==> src/sv/tcce_pkg.sv <==
// ----------------------------------------------------------------------------
// Text console character engine - shared definitions
// Cell buffer geometry, character codes, register indexes, controller states
// and the command/status bundles between controller and datapath.
// ----------------------------------------------------------------------------
package tcce_pkg;

  localparam int MaxCells = 8192;
  localparam int AddrW    = $clog2(MaxCells);
  localparam int CurW     = AddrW + 1;          // cursor may overshoot before wrap
  localparam int DvdW     = $clog2(MaxCells) + 1; // holds MaxCells itself
  localparam int DivSteps = DvdW;
  localparam int StepW    = $clog2(DivSteps);
  localparam int TotW     = 16;                 // columns x rows product

  localparam logic [7:0] CH_NUL   = 8'h00;
  localparam logic [7:0] CH_BS    = 8'h08;
  localparam logic [7:0] CH_HT    = 8'h09;
  localparam logic [7:0] CH_LF    = 8'h0A;
  localparam logic [7:0] CH_VT    = 8'h0B;
  localparam logic [7:0] CH_CR    = 8'h0D;
  localparam logic [7:0] CH_SPACE = 8'h20;
  localparam logic [3:0] TabStop  = 4'd8;

  typedef enum logic [1:0] {
    CFG_COLUMNS = 2'd0,
    CFG_ROWS    = 2'd1,
    CFG_ATTR    = 2'd2
  } cfg_idx_t;

  typedef enum logic [1:0] {
    OP_PUT   = 2'd0,
    OP_CLEAR = 2'd1,
    OP_READ  = 2'd2,
    OP_NOP   = 2'd3
  } op_t;

  typedef enum logic [0:0] {
    DIV_CURSOR   = 1'b0,
    DIV_CAPACITY = 1'b1
  } div_src_t;

  typedef enum logic [3:0] {
    S_IDLE,
    S_GEOM,
    S_MUL,
    S_CHECK,
    S_RDIV,
    S_RLIM,
    S_CLAMP,
    S_DINIT,
    S_DIV,
    S_APPLY,
    S_WRAP,
    S_COPY,
    S_ZERO,
    S_CLEAR,
    S_READ,
    S_DONE
  } state_t;

  typedef struct packed {
    logic     in_load;
    logic     geom_load;
    logic     mul_load;
    logic     rlim_load;
    logic     div_start;
    div_src_t div_src;
    logic     div_step;
    logic     clamp;
    logic     cnt_clr;
    logic     apply;
    logic     wrap;
    logic     copy;
    logic     zero;
    logic     fill;
    logic     rd_issue;
    logic     res_load;
  } cmd_t;

  typedef struct packed {
    op_t  op;
    logic need_mod;   // put of LF, HT or CR: needs cursor modulo columns
    logic big;        // columns x rows beyond capacity
    logic div_last;
    logic ovf;        // cursor past the last screen cell
    logic copy_end;
    logic fill_end;
    logic out_free;
  } stat_t;

endpackage

==> src/sv/tcce_ctrl.sv <==
// ----------------------------------------------------------------------------
// Text console character engine - controller
// Sequences geometry set-up, cursor division, cell update, scroll, clear and
// read for one request at a time.
// ----------------------------------------------------------------------------
module tcce_ctrl import tcce_pkg::*; (
  input  logic  clk,
  input  logic  rst,
  input  logic  in_valid,
  output logic  in_ready,
  input  stat_t stat,
  output cmd_t  cmd
);

  state_t state, state_next;

  always_ff @(posedge clk) begin
    if (rst) begin
      state <= S_IDLE;
    end else begin
      state <= state_next;
    end
  end

  always_comb begin
    state_next = state;
    case (state)
      S_IDLE:  if (in_valid) state_next = S_GEOM;
      S_GEOM:  state_next = S_MUL;
      S_MUL:   state_next = S_CHECK;
      S_CHECK: state_next = stat.big ? S_RDIV : S_CLAMP;
      S_RDIV:  if (stat.div_last) state_next = S_RLIM;
      S_RLIM:  state_next = S_MUL;
      S_CLAMP: begin
        case (stat.op)
          OP_PUT:   state_next = stat.need_mod ? S_DINIT : S_APPLY;
          OP_CLEAR: state_next = S_CLEAR;
          OP_READ:  state_next = S_READ;
          default:  state_next = S_DONE;
        endcase
      end
      S_DINIT: state_next = S_DIV;
      S_DIV:   if (stat.div_last) state_next = S_APPLY;
      S_APPLY: state_next = S_WRAP;
      S_WRAP:  state_next = stat.ovf ? S_COPY : S_DONE;
      S_COPY:  if (stat.copy_end) state_next = S_ZERO;
      S_ZERO:  if (stat.fill_end) state_next = S_DONE;
      S_CLEAR: if (stat.fill_end) state_next = S_DONE;
      S_READ:  state_next = S_DONE;
      S_DONE:  if (stat.out_free) state_next = S_IDLE;
      default: state_next = S_IDLE;
    endcase
  end

  always_comb begin
    cmd      = '0;
    in_ready = 1'b0;
    case (state)
      S_IDLE: begin
        in_ready    = 1'b1;
        cmd.in_load = in_valid;
      end
      S_GEOM:  cmd.geom_load = 1'b1;
      S_MUL:   cmd.mul_load  = 1'b1;
      S_CHECK: begin
        cmd.div_start = stat.big;
        cmd.div_src   = DIV_CAPACITY;
      end
      S_RDIV:  cmd.div_step  = 1'b1;
      S_RLIM:  cmd.rlim_load = 1'b1;
      S_CLAMP: begin
        cmd.clamp   = 1'b1;
        cmd.cnt_clr = 1'b1;
      end
      S_DINIT: begin
        cmd.div_start = 1'b1;
        cmd.div_src   = DIV_CURSOR;
      end
      S_DIV:   cmd.div_step = 1'b1;
      S_APPLY: cmd.apply    = 1'b1;
      S_WRAP: begin
        cmd.wrap    = 1'b1;
        cmd.cnt_clr = 1'b1;
      end
      S_COPY:  cmd.copy     = 1'b1;
      S_ZERO:  cmd.zero     = 1'b1;
      S_CLEAR: cmd.fill     = 1'b1;
      S_READ:  cmd.rd_issue = 1'b1;
      S_DONE: begin
        // keep the read address so a stalled result still sees the cell
        cmd.rd_issue = (stat.op == OP_READ);
        cmd.res_load = stat.out_free;
      end
      default: cmd = '0;
    endcase
  end

endmodule

==> config.mk <==
export PLATFORM = sky130hd
export DESIGN_NAME = tcce_ctrl
export DESIGN_NICKNAME = d
export VERILOG_FILES = /design/src/sv/tcce_pkg.sv /design/src/sv/tcce_ctrl.sv
export SDC_FILE = /design/constraint.sdc
export NUM_CORES = 1
export LEC_CHECK = 0
export ABC_AREA = 1
export BUFFER_PORTS_ARGS = -buffer_cell sky130_fd_sc_hd__buf_2
export CORE_ASPECT_RATIO = 0.8
export CORE_MARGIN = 5
export CORE_UTILIZATION = 35
export CTS_BUF_LIST = sky130_fd_sc_hd__clkbuf_8 sky130_fd_sc_hd__clkbuf_16
export CTS_CLUSTER_DIAMETER = 80
export DETAILED_ROUTE_END_ITERATION = 10
export GPL_ROUTABILITY_DRIVEN = 1
export GPL_TIMING_DRIVEN = 0
export PLACE_DENSITY_LB_ADDON = 0.05
export SKIP_LAST_GASP = 1
export SLEW_MARGIN = 20
export SYNTH_ARGS = -nofsm -noshare
export SYNTH_HDL_FRONTEND = slang
export SYNTH_SLANG_ARGS = --single-unit
export TNS_END_PERCENT = 100
==> constraint.sdc <==
create_clock -name clk -period 1.25 [get_ports clk]
set_input_delay 0.25 -clock clk [delete_from_list [all_inputs] [get_ports clk]]
set_output_delay 0.25 -clock clk [all_outputs]
set_load 0.005 [all_outputs]
======== Yosys cells after proc, flatten, opt, wreduce, memory -nomap -nowiden ========
Index checks and enable logic that the tools add are counted.
word-level totals
  bits in registers ....................... 4
  input port bits ......................... 12
  output and inout bits ................... 17
  logic and storage cells ................. 58
cells by class
  mux-type cells .......................... 27
  eq/ne operators ......................... 23
  reduce and logical (&&, ||, !) cells .... 7
operators by type and width
  cell                                                                      count
  4-bit case mux with 14 select lines                                       1
  4-bit == test (second input constant)                                     8
  4-bit 2-to-1 mux                                                          7
  4-bit by 3-bit == test with 1-bit output (second input constant)          4
  1-bit 2-to-1 mux                                                          14
  4-bit case mux with 3 select lines                                        1
  2-bit inequality test (second input constant)                             5
  4-bit by 2-bit == test with 1-bit output (second input constant)          2
  2-bit OR reduction                                                        4
  6-bit AND reduction                                                       1
  4-bit by 1-bit == test with 1-bit output (second input constant)          1
  4-bit logical NOT                                                         1
  2-bit case mux with 2 select lines                                        1
  3-bit 2-to-1 mux                                                          1
  2-bit by 1-bit == test with 1-bit output (second input constant)          1
  2-bit == test (second input constant)                                     1
  2-bit logical NOT                                                         1
  2-bit 2-to-1 mux                                                          1
  2-bit by 1-bit inequality test with 1-bit output (second input constant)  1
  1-bit case mux with 2 select lines                                        1

======== Longest topological paths before layout ========
Gate-level depths: netlist of the first run.
  word-level depth ........................ 4
  gate-level depth with buffers ........... 10
  depth with buffers taken out ............ 10

======== Worst setup path after synthesis of the first run ========
Ideal clock, no wire load.
  path type ............................... reg-to-reg
  start point ............................. register state[2]
  end point ............................... register state[0]
  stages on the path, launching flop included .. 11
  path slack .............................. 0.114 ns
  clock period less this slack ............ 1.136 ns
  arrival ................................. 1.023 ns
  cells stage by stage .................... dfxtp_1 -> buf_4 -> inv_1 -> nand2_1 -> nand2_1 -> nand3_2 -> nand2_2 -> nor2_4 -> nand2_1 -> nand2_1 -> nor2_1
between the ends
  longest elaborated chain between the ends .. 4
ends and longest elaborated chain
  element                                                     line             text
  from (decl)                                                 tcce_ctrl.sv:15  state_t state, state_next;
  from (signal assigned)                                      tcce_ctrl.sv:21  state <= state_next;
  4-bit == test                                               tcce_ctrl.sv:27  case (state)
  2-bit OR reduction (no line)                                --
  2-bit by 1-bit inequality test with 1-bit output (no line)  --
  6-bit AND reduction (no line)                               --
Parallel ways exist; a longest one is shown, timed or not.
A chain may end at the register's enable or synchronous reset.

==> flow_metrics.env, run 1 <==
export IMPL_status="finished with violations"
export IMPL_violations="negative setup slack"
export IMPL_wl_um=1816
export IMPL_leakagePower_nw=0.5927
export IMPL_largest_register="state"
export IMPL_synth_top_area_cell="nand2_1"
export IMPL_min_period_ps=1384
export IMPL_port_buffers=28
export IMPL_ys_top_cells_by_area="nand2_1, inv_1, nor2_1"
export IMPL_r2r_end="state[1]$_SDFFE_PP0P_"
export IMPL_ant_nets=0
export IMPL_syn_area_um2=585.6
export IMPL_grtUsageTotal_pct=14.75
export IMPL_initial_utilization_pct=36.36
export IMPL_crit_end="cmd[1]"
export IMPL_startpoint="state[2]$_SDFFE_PP0P_"
export IMPL_worst_pin_slew_ps=283.5
export IMPL_vdd_ir_drop_max_v=0.0006402
export IMPL_drv_cap=0
export IMPL_grt_pass1_wl_um=3042
export IMPL_clk_path_buf_depth=2
export IMPL_htreeDepth=1
export IMPL_critPathArrivalTime_ps=1130
export IMPL_avgSynthCellArea_um2=5.092
export IMPL_root_buffer="clkbuf_8"
export IMPL_insertion_delay_ps=210
export IMPL_skew_ps=2.627
export IMPL_yosysWarnings=0
export IMPL_critPathRequiredTime_ps=1000
export IMPL_grt_pass1_vias=736
export IMPL_fin_util_pct=59.21
export IMPL_dr_pass1_iters=4
export IMPL_synth_top_area_share_pct=19.87
export IMPL_synthCells=115
export IMPL_setup_worst_path_start_class="flop"
export IMPL_cp_max_fo=5
export IMPL_worst_slack_ps=-133.6
export IMPL_cts_hold_buf=0
export IMPL_post_drt_wl_per_cell_um=10.44
export IMPL_fp_dieW_um=55.73
export IMPL_path_class="flop to primary output"
export IMPL_drt_iter0_drc=12
export IMPL_place_congestion=0.8719
export IMPL_reg2reg_depth=10
export IMPL_area_growth_pct=62.82
export IMPL_vias=782
export IMPL_worst_setup_path_end_kind="primary output"
export IMPL_synth_seq_cells=4
export IMPL_power_density_mw_per_mm2=887.4
export IMPL_largestRegisters="state: 4 flops"
export IMPL_seq_area_frac_synth_pct=13.68
export IMPL_fp_dieArea_mm2=0.002596
export IMPL_synthesis_nets=130
export IMPL_ys_types=17
export IMPL_drc=0
export IMPL_clock_sinks=4
export IMPL_layout_drive_gt1_share_pct=49.34
export IMPL_coreArea_mm2=0.001610
export IMPL_fmax_mhz=722.8
export IMPL_n_antenna_cell=0
export IMPL_rsz0062_at_grt="true"
export IMPL_tritoncts="built"
export IMPL_numCtsBuffers=3
export IMPL_rows=13
export IMPL_nets=169
export IMPL_boundaryPins=29
export IMPL_largest_reg_flops=4
export IMPL_slew_headroom_pct=81.03
export IMPL_gr_total_overflow=0
export IMPL_via_per_inst=4.494
export IMPL_final_max_slew_violation_count=0
export IMPL_clkTransAtPathRegs_ps=30
export IMPL_holdCritPathClass="input pin to flop"
export IMPL_fin_crit_sh_pct=110.7
export IMPL_grt_max_degree=8
export IMPL_regToRegStartpoint="state[2]$_SDFFE_PP0P_"
export IMPL_die_height_um=46.59
export IMPL_place_hpwl_um=1373
export IMPL_antenna_found_initial=0
export IMPL_regToRegSetupSlack_ps=-40
export IMPL_finalSetupViolCount=21
export IMPL_power_mw=0.8461
export IMPL_hold_viol=0
-- power by group --
| part | leakage (nW) | internal [mW] | switching, mW |
|---|---|---|---|
| registers | 0.0353 | 0.152 | 0.0414 |
| clock network | 0.0216 | 0.205 | 0.0609 |
| logic | 0.536 | 0.153 | 0.234 |
-- layout make-up --
| cell class | count | area, µm² |
|---|---|---|
| fill | 177 | 656.9 |
| multi-input combinational | 84 | 490.5 |
| timing repair buffer | 34 | 188.9 |
| inverter | 26 | 97.59 |
| sequential | 4 | 92.59 |
| clock buffer | 3 | 41.29 |
| tap | 22 | 27.53 |
| buffer | 1 | 15.01 |
-- metal layers --
layer / global-route usage [%] / share of wire, % / up-vias
li1: - / - / 419
met1: 18.30 / 48 / 339
met2: 24.76 / 45 / 22
met3: 4.482 / 6.2 / 2
met4: 4.854 / 0.77 / 0
met5: 0 / 0 / -
-- kinds of logic (layout without fill, tap and decap cells) --
group | count (synthesis) | after routing | synth area share (%)
compound gates | 9 | 9 | 7.905
simple gates | 72 | 72 | 54.06
fa+ha+maj | 3 | 3 | 6.411
flops | 4 | 4 | 13.68
buf+inv | 27 | 64 | 17.95
-- cell usage after synthesis --
master    count
nand2_2       4
inv_1        25
nor2_4        1
nand3_2       2
nand2_1      31
buf_4         1
nor2_1       25
nand3b_1      1
nand3_1       4
nor2_2        2
nor3_1        2
o21ai_0       5
inv_2         1
o22ai_1       1
a21oi_1       3
ha_1          3
dfxtp_1       4
-- worst min path at each step --
stage                     startpoint                    end  slack (ps)  cells past startpoint
after floorplan                  rst  state[1]$_SDFFE_PP0P_         320                      1
final                            rst  state[1]$_SDFFE_PP0P_         220                      2
after CTS                        rst  state[2]$_SDFFE_PP0P_         210                      2
after detailed placement         rst  state[2]$_SDFFE_PP0P_         440                      2
after global routing             rst  state[1]$_SDFFE_PP0P_         230                      2
after global placement           rst  state[2]$_SDFFE_PP0P_         450                      2
-- layout by cell type, fill, tap and decap left out --
| cell type | count |
|---|---|
| a21oi_1 | 1 |
| a21oi_2 | 2 |
| buf_2 | 28 |
| buf_4 | 5 |
| buf_6 | 1 |
| buf_8 | 1 |
| clkbuf_8 | 3 |
| dfxtp_2 | 1 |
| dfxtp_4 | 3 |
| ha_1 | 3 |
| inv_1 | 19 |
| inv_2 | 7 |
| nand2_1 | 23 |
| nand2_2 | 9 |
| nand2_4 | 2 |
| nand2_8 | 1 |
| nand3_1 | 4 |
| nand3_2 | 2 |
| nand3b_1 | 1 |
| nor2_1 | 20 |
| nor2_2 | 4 |
| nor2_4 | 4 |
| nor3_1 | 1 |
| nor3_2 | 1 |
| o21ai_0 | 3 |
| o21ai_1 | 2 |
| o22ai_2 | 1 |
-- worst max-delay path, stage by stage, from the launching register on --
cell and delay [ps]:
dfxtp_2 330, buf_8 150, nand2_8 60, nor2_4 90, inv_2 60, o22ai_2 100, buf_2 130
-- per-stage QoR --
| stage | hold slack, ps | instance area [µm²] | instances | setup WS [ps] | TNS (ps) |
|---|---|---|---|---|---|
| after global placement | 447.6 | 753.2 | 165 | -102.4 | -438.0 |
| after detailed placement | 444.8 | 753.2 | 165 | -112.2 | -474.1 |
| after CTS | 213.2 | 928.4 | 173 | -134.4 | -1473 |
| after global routing | 229.6 | 953.4 | 174 | -194.4 | -2766 |
| final | 224.5 | 953.4 | 174 | -133.6 | -1375 |
| after floorplan | 319.1 | 585.6 | 115 | 114.0 | 0 |
-- repair_timing --
action                                  4_1_cts  5_1_grt
pin swaps                                    13        4
endpoints found under the setup margin       21       21
resized for setup                            36        7
cloned                                        1        0
setup buffers                                 4        1
Note: power is estimated with default switching activity, not from simulation.
==> inputs of run 2 (changes only) <==
--- a/config.mk
+++ b/config.mk
@@ -15,6 +15,7 @@
 export DETAILED_ROUTE_END_ITERATION = 10
 export GPL_ROUTABILITY_DRIVEN = 1
 export GPL_TIMING_DRIVEN = 0
+export MAX_ROUTING_LAYER = met4
 export PLACE_DENSITY_LB_ADDON = 0.05
 export SKIP_LAST_GASP = 1
 export SLEW_MARGIN = 20
==> flow_metrics.env, run 2 (synthesized netlist as in run 1, its figures left out) <==
export IMPL_status="finished with violations"
export IMPL_violations="negative setup slack"
export IMPL_final_cell_mix="buf_2, nand2_1, nor2_1, inv_1, nand2_2"
export IMPL_final_max_slew_violation_count=0
export IMPL_place_inst=165
export IMPL_n_antenna_cell=0
export IMPL_largestRegisters="state: 4 flops"
export IMPL_vias=782
export IMPL_path_cells="buf_8 -> nand2_8 -> nor2_4 -> inv_2 -> o22ai_2 -> buf_2"
export IMPL_ant_nets=0
export IMPL_clk_path_buf_depth=2
export IMPL_power_density_mw_per_mm2=887.4
export IMPL_leakagePower_nw=0.5927
export IMPL_hold_start="rst"
export IMPL_clkTransAtPathRegs_ps=30
export IMPL_numCtsBuffers=3
export IMPL_place_hpwl_um=1373
export IMPL_largest_register="state"
export IMPL_nets=169
export IMPL_r2r_end="state[1]$_SDFFE_PP0P_"
export IMPL_hold_path_depth=2
export IMPL_critPathArrivalTime_ps=1130
export IMPL_drt_iter0_drc=12
export IMPL_grt_max_degree=8
export IMPL_regToRegStartpoint="state[2]$_SDFFE_PP0P_"
export IMPL_gr_total_overflow=0
export IMPL_initial_utilization_pct=36.36
export IMPL_insertion_delay_ps=210
export IMPL_worst_slack_ps=-133.5
export IMPL_worst_pin_slew_ps=283.5
export IMPL_htreeDepth=1
export IMPL_worst_setup_path_end_kind="primary output"
export IMPL_via_per_inst=4.494
export IMPL_setup_worst_path_start_class="flop"
export IMPL_finalSetupViolCount=21
export IMPL_hold_viol=0
export IMPL_boundaryPins=29
export IMPL_holdCritPathClass="input pin to flop"
export IMPL_place_congestion=0.8862
export IMPL_fin_util_pct=59.21
export IMPL_grtUsageTotal_pct=15.20
export IMPL_largest_reg_flops=4
export IMPL_drc=0
export IMPL_fin_crit_sh_pct=110.7
export IMPL_reg2reg_depth=10
export IMPL_tritoncts="built"
export IMPL_hold_end="state[1]$_SDFFE_PP0P_"
export IMPL_drv_cap=0
export IMPL_port_buffers=28
export IMPL_antenna_found_initial=0
export IMPL_cp_max_fo=5
export IMPL_post_drt_wl_per_cell_um=10.44
export IMPL_layout_drive_gt1_share_pct=49.34
export IMPL_rsz0062_at_grt="true"
export IMPL_critPathRequiredTime_ps=1000
export IMPL_skew_ps=2.627
export IMPL_grt_pass1_wl_um=3042
export IMPL_area_growth_pct=62.82
export IMPL_fillers=177
export IMPL_path_class="flop to primary output"
export IMPL_min_period_ps=1384
export IMPL_fp_dieArea_mm2=0.002596
export IMPL_slew_headroom_pct=81.03
export IMPL_layout_commonest_cell="buf_2"
export IMPL_coreArea_mm2=0.001610
export IMPL_fmax_mhz=722.8
export IMPL_dr_pass1_iters=4
export IMPL_cp_slowest_stage_delay_ps=330
export IMPL_rows=13
export IMPL_clock_sinks=4
export IMPL_grt_pass1_vias=736
export IMPL_cp_slowest_cell="dfxtp_2"
export IMPL_wl_um=1816
export IMPL_fin_cells=174
export IMPL_fp_dieW_um=55.73
export IMPL_tns_ps=-1374
export IMPL_regToRegSetupSlack_ps=-40
export IMPL_power_mw=0.8460
export IMPL_root_buffer="clkbuf_8"
export IMPL_vdd_ir_drop_max_v=0.0006400
export IMPL_die_height_um=46.59
[run 2: cell counts in the layout (fill, tap and decap cells not counted)]
Identical to the previous run, type by type.
[run 2: through the flow]
stage / area [µm²] / worst slack (ps) / hold slack [ps]
after floorplan: 585.6 / 114.0 / 319.1
after global placement: 753.2 / -102.4 / 447.6
after detailed placement: 753.2 / -112.2 / 444.8
after CTS: 928.4 / -134.4 / 213.2
after global routing: 953.4 / -194.4 / 229.6
final: 953.4 / -133.5 / 224.5
[run 2: routing by layer]
layer / up-vias / wire length (µm) / part of all wire [%] / global-route usage (%)
met3: 2 / 104 / 5.7 / 3.922
met1: 339 / 878 / 48 / 18.63
li1: 419 / - / - / -
met5: - / 0 / 0 / -
met4: 0 / 14 / 0.77 / 4.854
met2: 22 / 817 / 45 / 24.76
[run 2: how the worst max path moves through the flow]
stage	start	end
floorplan	state[2]$_SDFFE_PP0P_	state[0]$_SDFFE_PP0P_
global placement	state[0]$_SDFFE_PP0P_	cmd[1]
detailed placement	state[0]$_SDFFE_PP0P_	cmd[1]
CTS	state[2]$_SDFFE_PP0P_	cmd[1]
global route	state[2]$_SDFFE_PP0P_	cmd[1]
finish	state[2]$_SDFFE_PP0P_	cmd[1]
[run 2: cell type report]
type	instances	area, µm²	area share, %
timing repair buffer	34	188.9	19.82
clock buffer	3	41.29	4.331
inverter	26	97.59	10.24
tap	22	27.53	2.887
multi-input combinational	84	490.5	51.44
sequential	4	92.59	9.711
buffer	1	15.01	1.575
[run 2: where the power goes]
part | switching (mW) | total (mW) | internal, mW | leakage, nW
Sequential | 0.0414 | 0.194 | 0.152 | 0.0353
Clock | 0.0609 | 0.266 | 0.205 | 0.0216
Combinational | 0.234 | 0.387 | 0.153 | 0.536
Total | 0.336 | 0.846 | 0.510 | 0.593
[run 2: worst max-delay path: cells and delay by family (launching register included)]
| kind | cells | cell delay, ps |
|---|---|---|
| compound gates | 1 | 100 |
| buf+inv | 3 | 340 |
| flops | 1 | 330 |
| simple gates | 2 | 150 |
[run 2: repair_timing]
action | 4_1_cts | 5_1_grt
resized for setup | 36 | 7
endpoints found under the setup margin | 21 | 21
gates cloned | 1 | 0
pin swaps | 13 | 4
buffers inserted | 4 | 1
hold buffers | 0 | 0
==> inputs of run 3 (changes only) <==
--- a/config.mk
+++ b/config.mk
@@ -5,16 +5,15 @@
 export SDC_FILE = /design/constraint.sdc
 export NUM_CORES = 1
 export LEC_CHECK = 0
-export ABC_AREA = 1
 export BUFFER_PORTS_ARGS = -buffer_cell sky130_fd_sc_hd__buf_2
 export CORE_ASPECT_RATIO = 0.8
 export CORE_MARGIN = 5
-export CORE_UTILIZATION = 35
+export CORE_UTILIZATION = 27
 export CTS_BUF_LIST = sky130_fd_sc_hd__clkbuf_8 sky130_fd_sc_hd__clkbuf_16
 export CTS_CLUSTER_DIAMETER = 80
 export DETAILED_ROUTE_END_ITERATION = 10
 export GPL_ROUTABILITY_DRIVEN = 1
-export GPL_TIMING_DRIVEN = 0
+export GPL_TIMING_DRIVEN = 1
 export MAX_ROUTING_LAYER = met4
 export PLACE_DENSITY_LB_ADDON = 0.05
 export SKIP_LAST_GASP = 1
==> flow_metrics.env, run 3 <==
export IMPL_r2r_end="state[2]$_SDFFE_PP0P_"
export IMPL_rsz0062_at_grt="true"
export IMPL_status="finished with violations"
export IMPL_holdCritPathClass="input pin to flop"
export IMPL_cp_slowest_cell="dfxtp_4"
export IMPL_synth_top_area_cell="dfxtp_1"
export IMPL_fin_crit_sh_pct=112.4
export IMPL_synth_common_cells="nor2_1, nand2_1, nor3_1"
export IMPL_insertion_delay_ps=220
export IMPL_rows=14
export IMPL_final_max_slew_violation_count=0
export IMPL_wl_um=2054
export IMPL_clkTransAtPathRegs_ps=30
export IMPL_reg2reg_depth=5
export IMPL_ant_nets=0
export IMPL_slew_headroom_pct=81.29
export IMPL_setup_worst_path_start_class="flop"
export IMPL_drc=0
export IMPL_worst_slack_ps=-154.6
export IMPL_largest_reg_flops=4
export IMPL_yosysWarnings=0
export IMPL_gr_total_overflow=0
export IMPL_tns_ps=-1785
export IMPL_place_hpwl_um=1540
export IMPL_internal_power_mw=0.8504
export IMPL_initial_utilization_pct=28.70
export IMPL_clockPowerShare_pct=20.4
export IMPL_tritoncts="built"
export IMPL_fp_dieW_um=60.37
export IMPL_clock_sinks=4
export IMPL_grt_pass1_wl_um=3187
export IMPL_root_buffer="clkbuf_8"
export IMPL_grtUsageMet1_pct=17.40
export IMPL_min_period_ps=1405
export IMPL_p_seq_share_pct=16.5
export IMPL_area_growth_pct=110.3
export IMPL_synth_edf_count=0
export IMPL_layout_commonest_cell="buf_2"
export IMPL_synth_seq_cells=4
export IMPL_drv_cap=0
export IMPL_regToRegStartpoint="state[2]$_SDFFE_PP0P_"
export IMPL_power_density_mw_per_mm2=1191
export IMPL_p_sw_mw=0.5217
export IMPL_synth_top_area_share_pct=14.61
export IMPL_cp_max_fo=7
export IMPL_preCtsSetupSlack_ps=-209.2
export IMPL_largest_register="state"
export IMPL_critPathRequiredTime_ps=1000
export IMPL_port_buffers=28
export IMPL_fmax_mhz=711.9
export IMPL_ys_async_sr_fraction_pct=0
export IMPL_via_per_inst=4.859
export IMPL_fp_dieArea_mm2=0.003036
export IMPL_ys_types=32
export IMPL_coreArea_mm2=0.001909
export IMPL_ys_flop_type="dfxtp_1"
export IMPL_layout_drive_gt1_share_pct=68.94
export IMPL_cp_depth=4
export IMPL_htreeDepth=1
export IMPL_avgSynthCellArea_um2=7.026
export IMPL_n_antenna_cell=0
export IMPL_finalSetupViolCount=20
export IMPL_synthCells=78
export IMPL_synthesis_nets=93
export IMPL_place_congestion=0.7857
export IMPL_grtUsageTotal_pct=13.79
export IMPL_grt_max_degree=8
export IMPL_vdd_ir_drop_max_v=0.0006800
export IMPL_cp_slowest_stage_delay_ps=370
export IMPL_met3_usage_pct=3.590
export IMPL_switching_share_pct=38.02
export IMPL_antenna_found_initial=0
export IMPL_path_class="flop to primary output"
export IMPL_leakagePower_nw=0.5320
export IMPL_violations="negative setup slack"
export IMPL_regToRegSetupSlack_ps=-120
export IMPL_clk_path_buf_depth=2
export IMPL_die_height_um=50.30
export IMPL_path_buf_inv=2
export IMPL_nets=149
export IMPL_boundaryPins=29
export IMPL_critPathArrivalTime_ps=1150
export IMPL_syn_area_um2=548.0
export IMPL_numCtsBuffers=3
export IMPL_seq_area_frac_synth_pct=14.61
export IMPL_cpLargestDelayFamily="flip-flops"
export IMPL_worst_setup_path_end_kind="primary output"
export IMPL_worst_pin_slew_ps=279.0
export IMPL_skew_ps=1.753
export IMPL_largestRegisters="state: 4 flops"
export IMPL_final_cell_mix="buf_2, buf_4, nor2_1, buf_6"
export IMPL_vias=758
export IMPL_path_cells="buf_6 -> xnor2_4 -> nor3_2 -> buf_2"
export IMPL_grt_pass1_vias=717
export IMPL_crit_end="cmd[9]"
export IMPL_synth_most_common_cell="nor2_1"
export IMPL_dr_pass1_iters=3
export IMPL_fin_util_pct=60.35
export IMPL_ys_top_cells_by_area="dfxtp_1, nor2_1, ha_1"
export IMPL_post_drt_wl_per_cell_um=13.17
export IMPL_use_met2_pct=22.30
export IMPL_hold_viol=0
export IMPL_drt_iter0_drc=33
export IMPL_grt_busiest_layer="met2"
export IMPL_combinationalPowerShare_pct=63.1
export IMPL_startpoint="state[3]$_SDFFE_PP0P_"
## run 3: cells by family after synthesis
kind of cell / after synthesis / share of synthesized area (%)
AOI/OAI and AO/OA: 20 / 28.31
and+or+nand+nor: 36 / 33.11
adders and majority gates: 3 / 6.850
DFF: 4 / 14.61
buffers and inverters: 11 / 10.04
muxes: 3 / 5.480
xor gates and xnor gates: 1 / 1.598
## run 3: layout make-up
| type | count | area [µm²] |
|---|---|---|
| sequential | 4 | 95.09 |
| fill | 181 | 757.0 |
| clock buffer | 3 | 41.29 |
| inverter | 5 | 23.77 |
| multi-input combinational | 63 | 554.3 |
| timing repair buffer | 57 | 407.9 |
| tap | 24 | 30.03 |
## run 3: how the worst min path moves through the flow
stage          startpoint                    end  slack, ps  cells after the start
3_5_place_dp          rst  state[3]$_SDFFE_PP0P_        530                      2
2_1_floorplan         rst  state[3]$_SDFFE_PP0P_        330                      1
6_report              rst  state[3]$_SDFFE_PP0P_        300                      2
3_3_place_gp          rst  state[1]$_SDFFE_PP0P_        530                      2
5_1_grt               rst  state[3]$_SDFFE_PP0P_        310                      2
4_1_cts               rst  state[3]$_SDFFE_PP0P_        300                      2
## run 3: timing repair
item / CTS / global route
pin swaps: 6 / 12
setup buffers: 2 / 6
hold buffers: 0 / 0
gates resized for setup: 28 / 22
endpoints found under the setup margin: 20 / 21
## run 3: stage by stage
stage	hold slack [ps]	power, mW	std cells	instance area [µm²]
after floorplan	329.3	0.5051	78	559.3
after global placement	532.0	0.8068	145	850.8
after detailed placement	530.7	0.8097	145	850.8
after CTS	295.1	1.209	150	1006
after global routing	311.4	1.454	156	1152
final	295.6	1.372	156	1152
## run 3: layer usage
layer | routed length (µm) | vias up
met5 | 0 | -
met4 | 0 | 0
met3 | 120 | 0
met2 | 1016 | 20
met1 | 917 | 346
li1 | - | 392
## run 3: power by group through the flow
| stage | Clock (mW) | Sequential, mW | Combinational (mW) |
|---|---|---|---|
| 2_1_floorplan | 0 | 0.166 | 0.339 |
| 3_3_place_gp | 0 | 0.195 | 0.612 |
| 3_5_place_dp | 0 | 0.195 | 0.614 |
| 4_1_cts | 0.283 | 0.214 | 0.712 |
| 5_1_grt | 0.290 | 0.234 | 0.931 |
| 6_report | 0.280 | 0.226 | 0.866 |
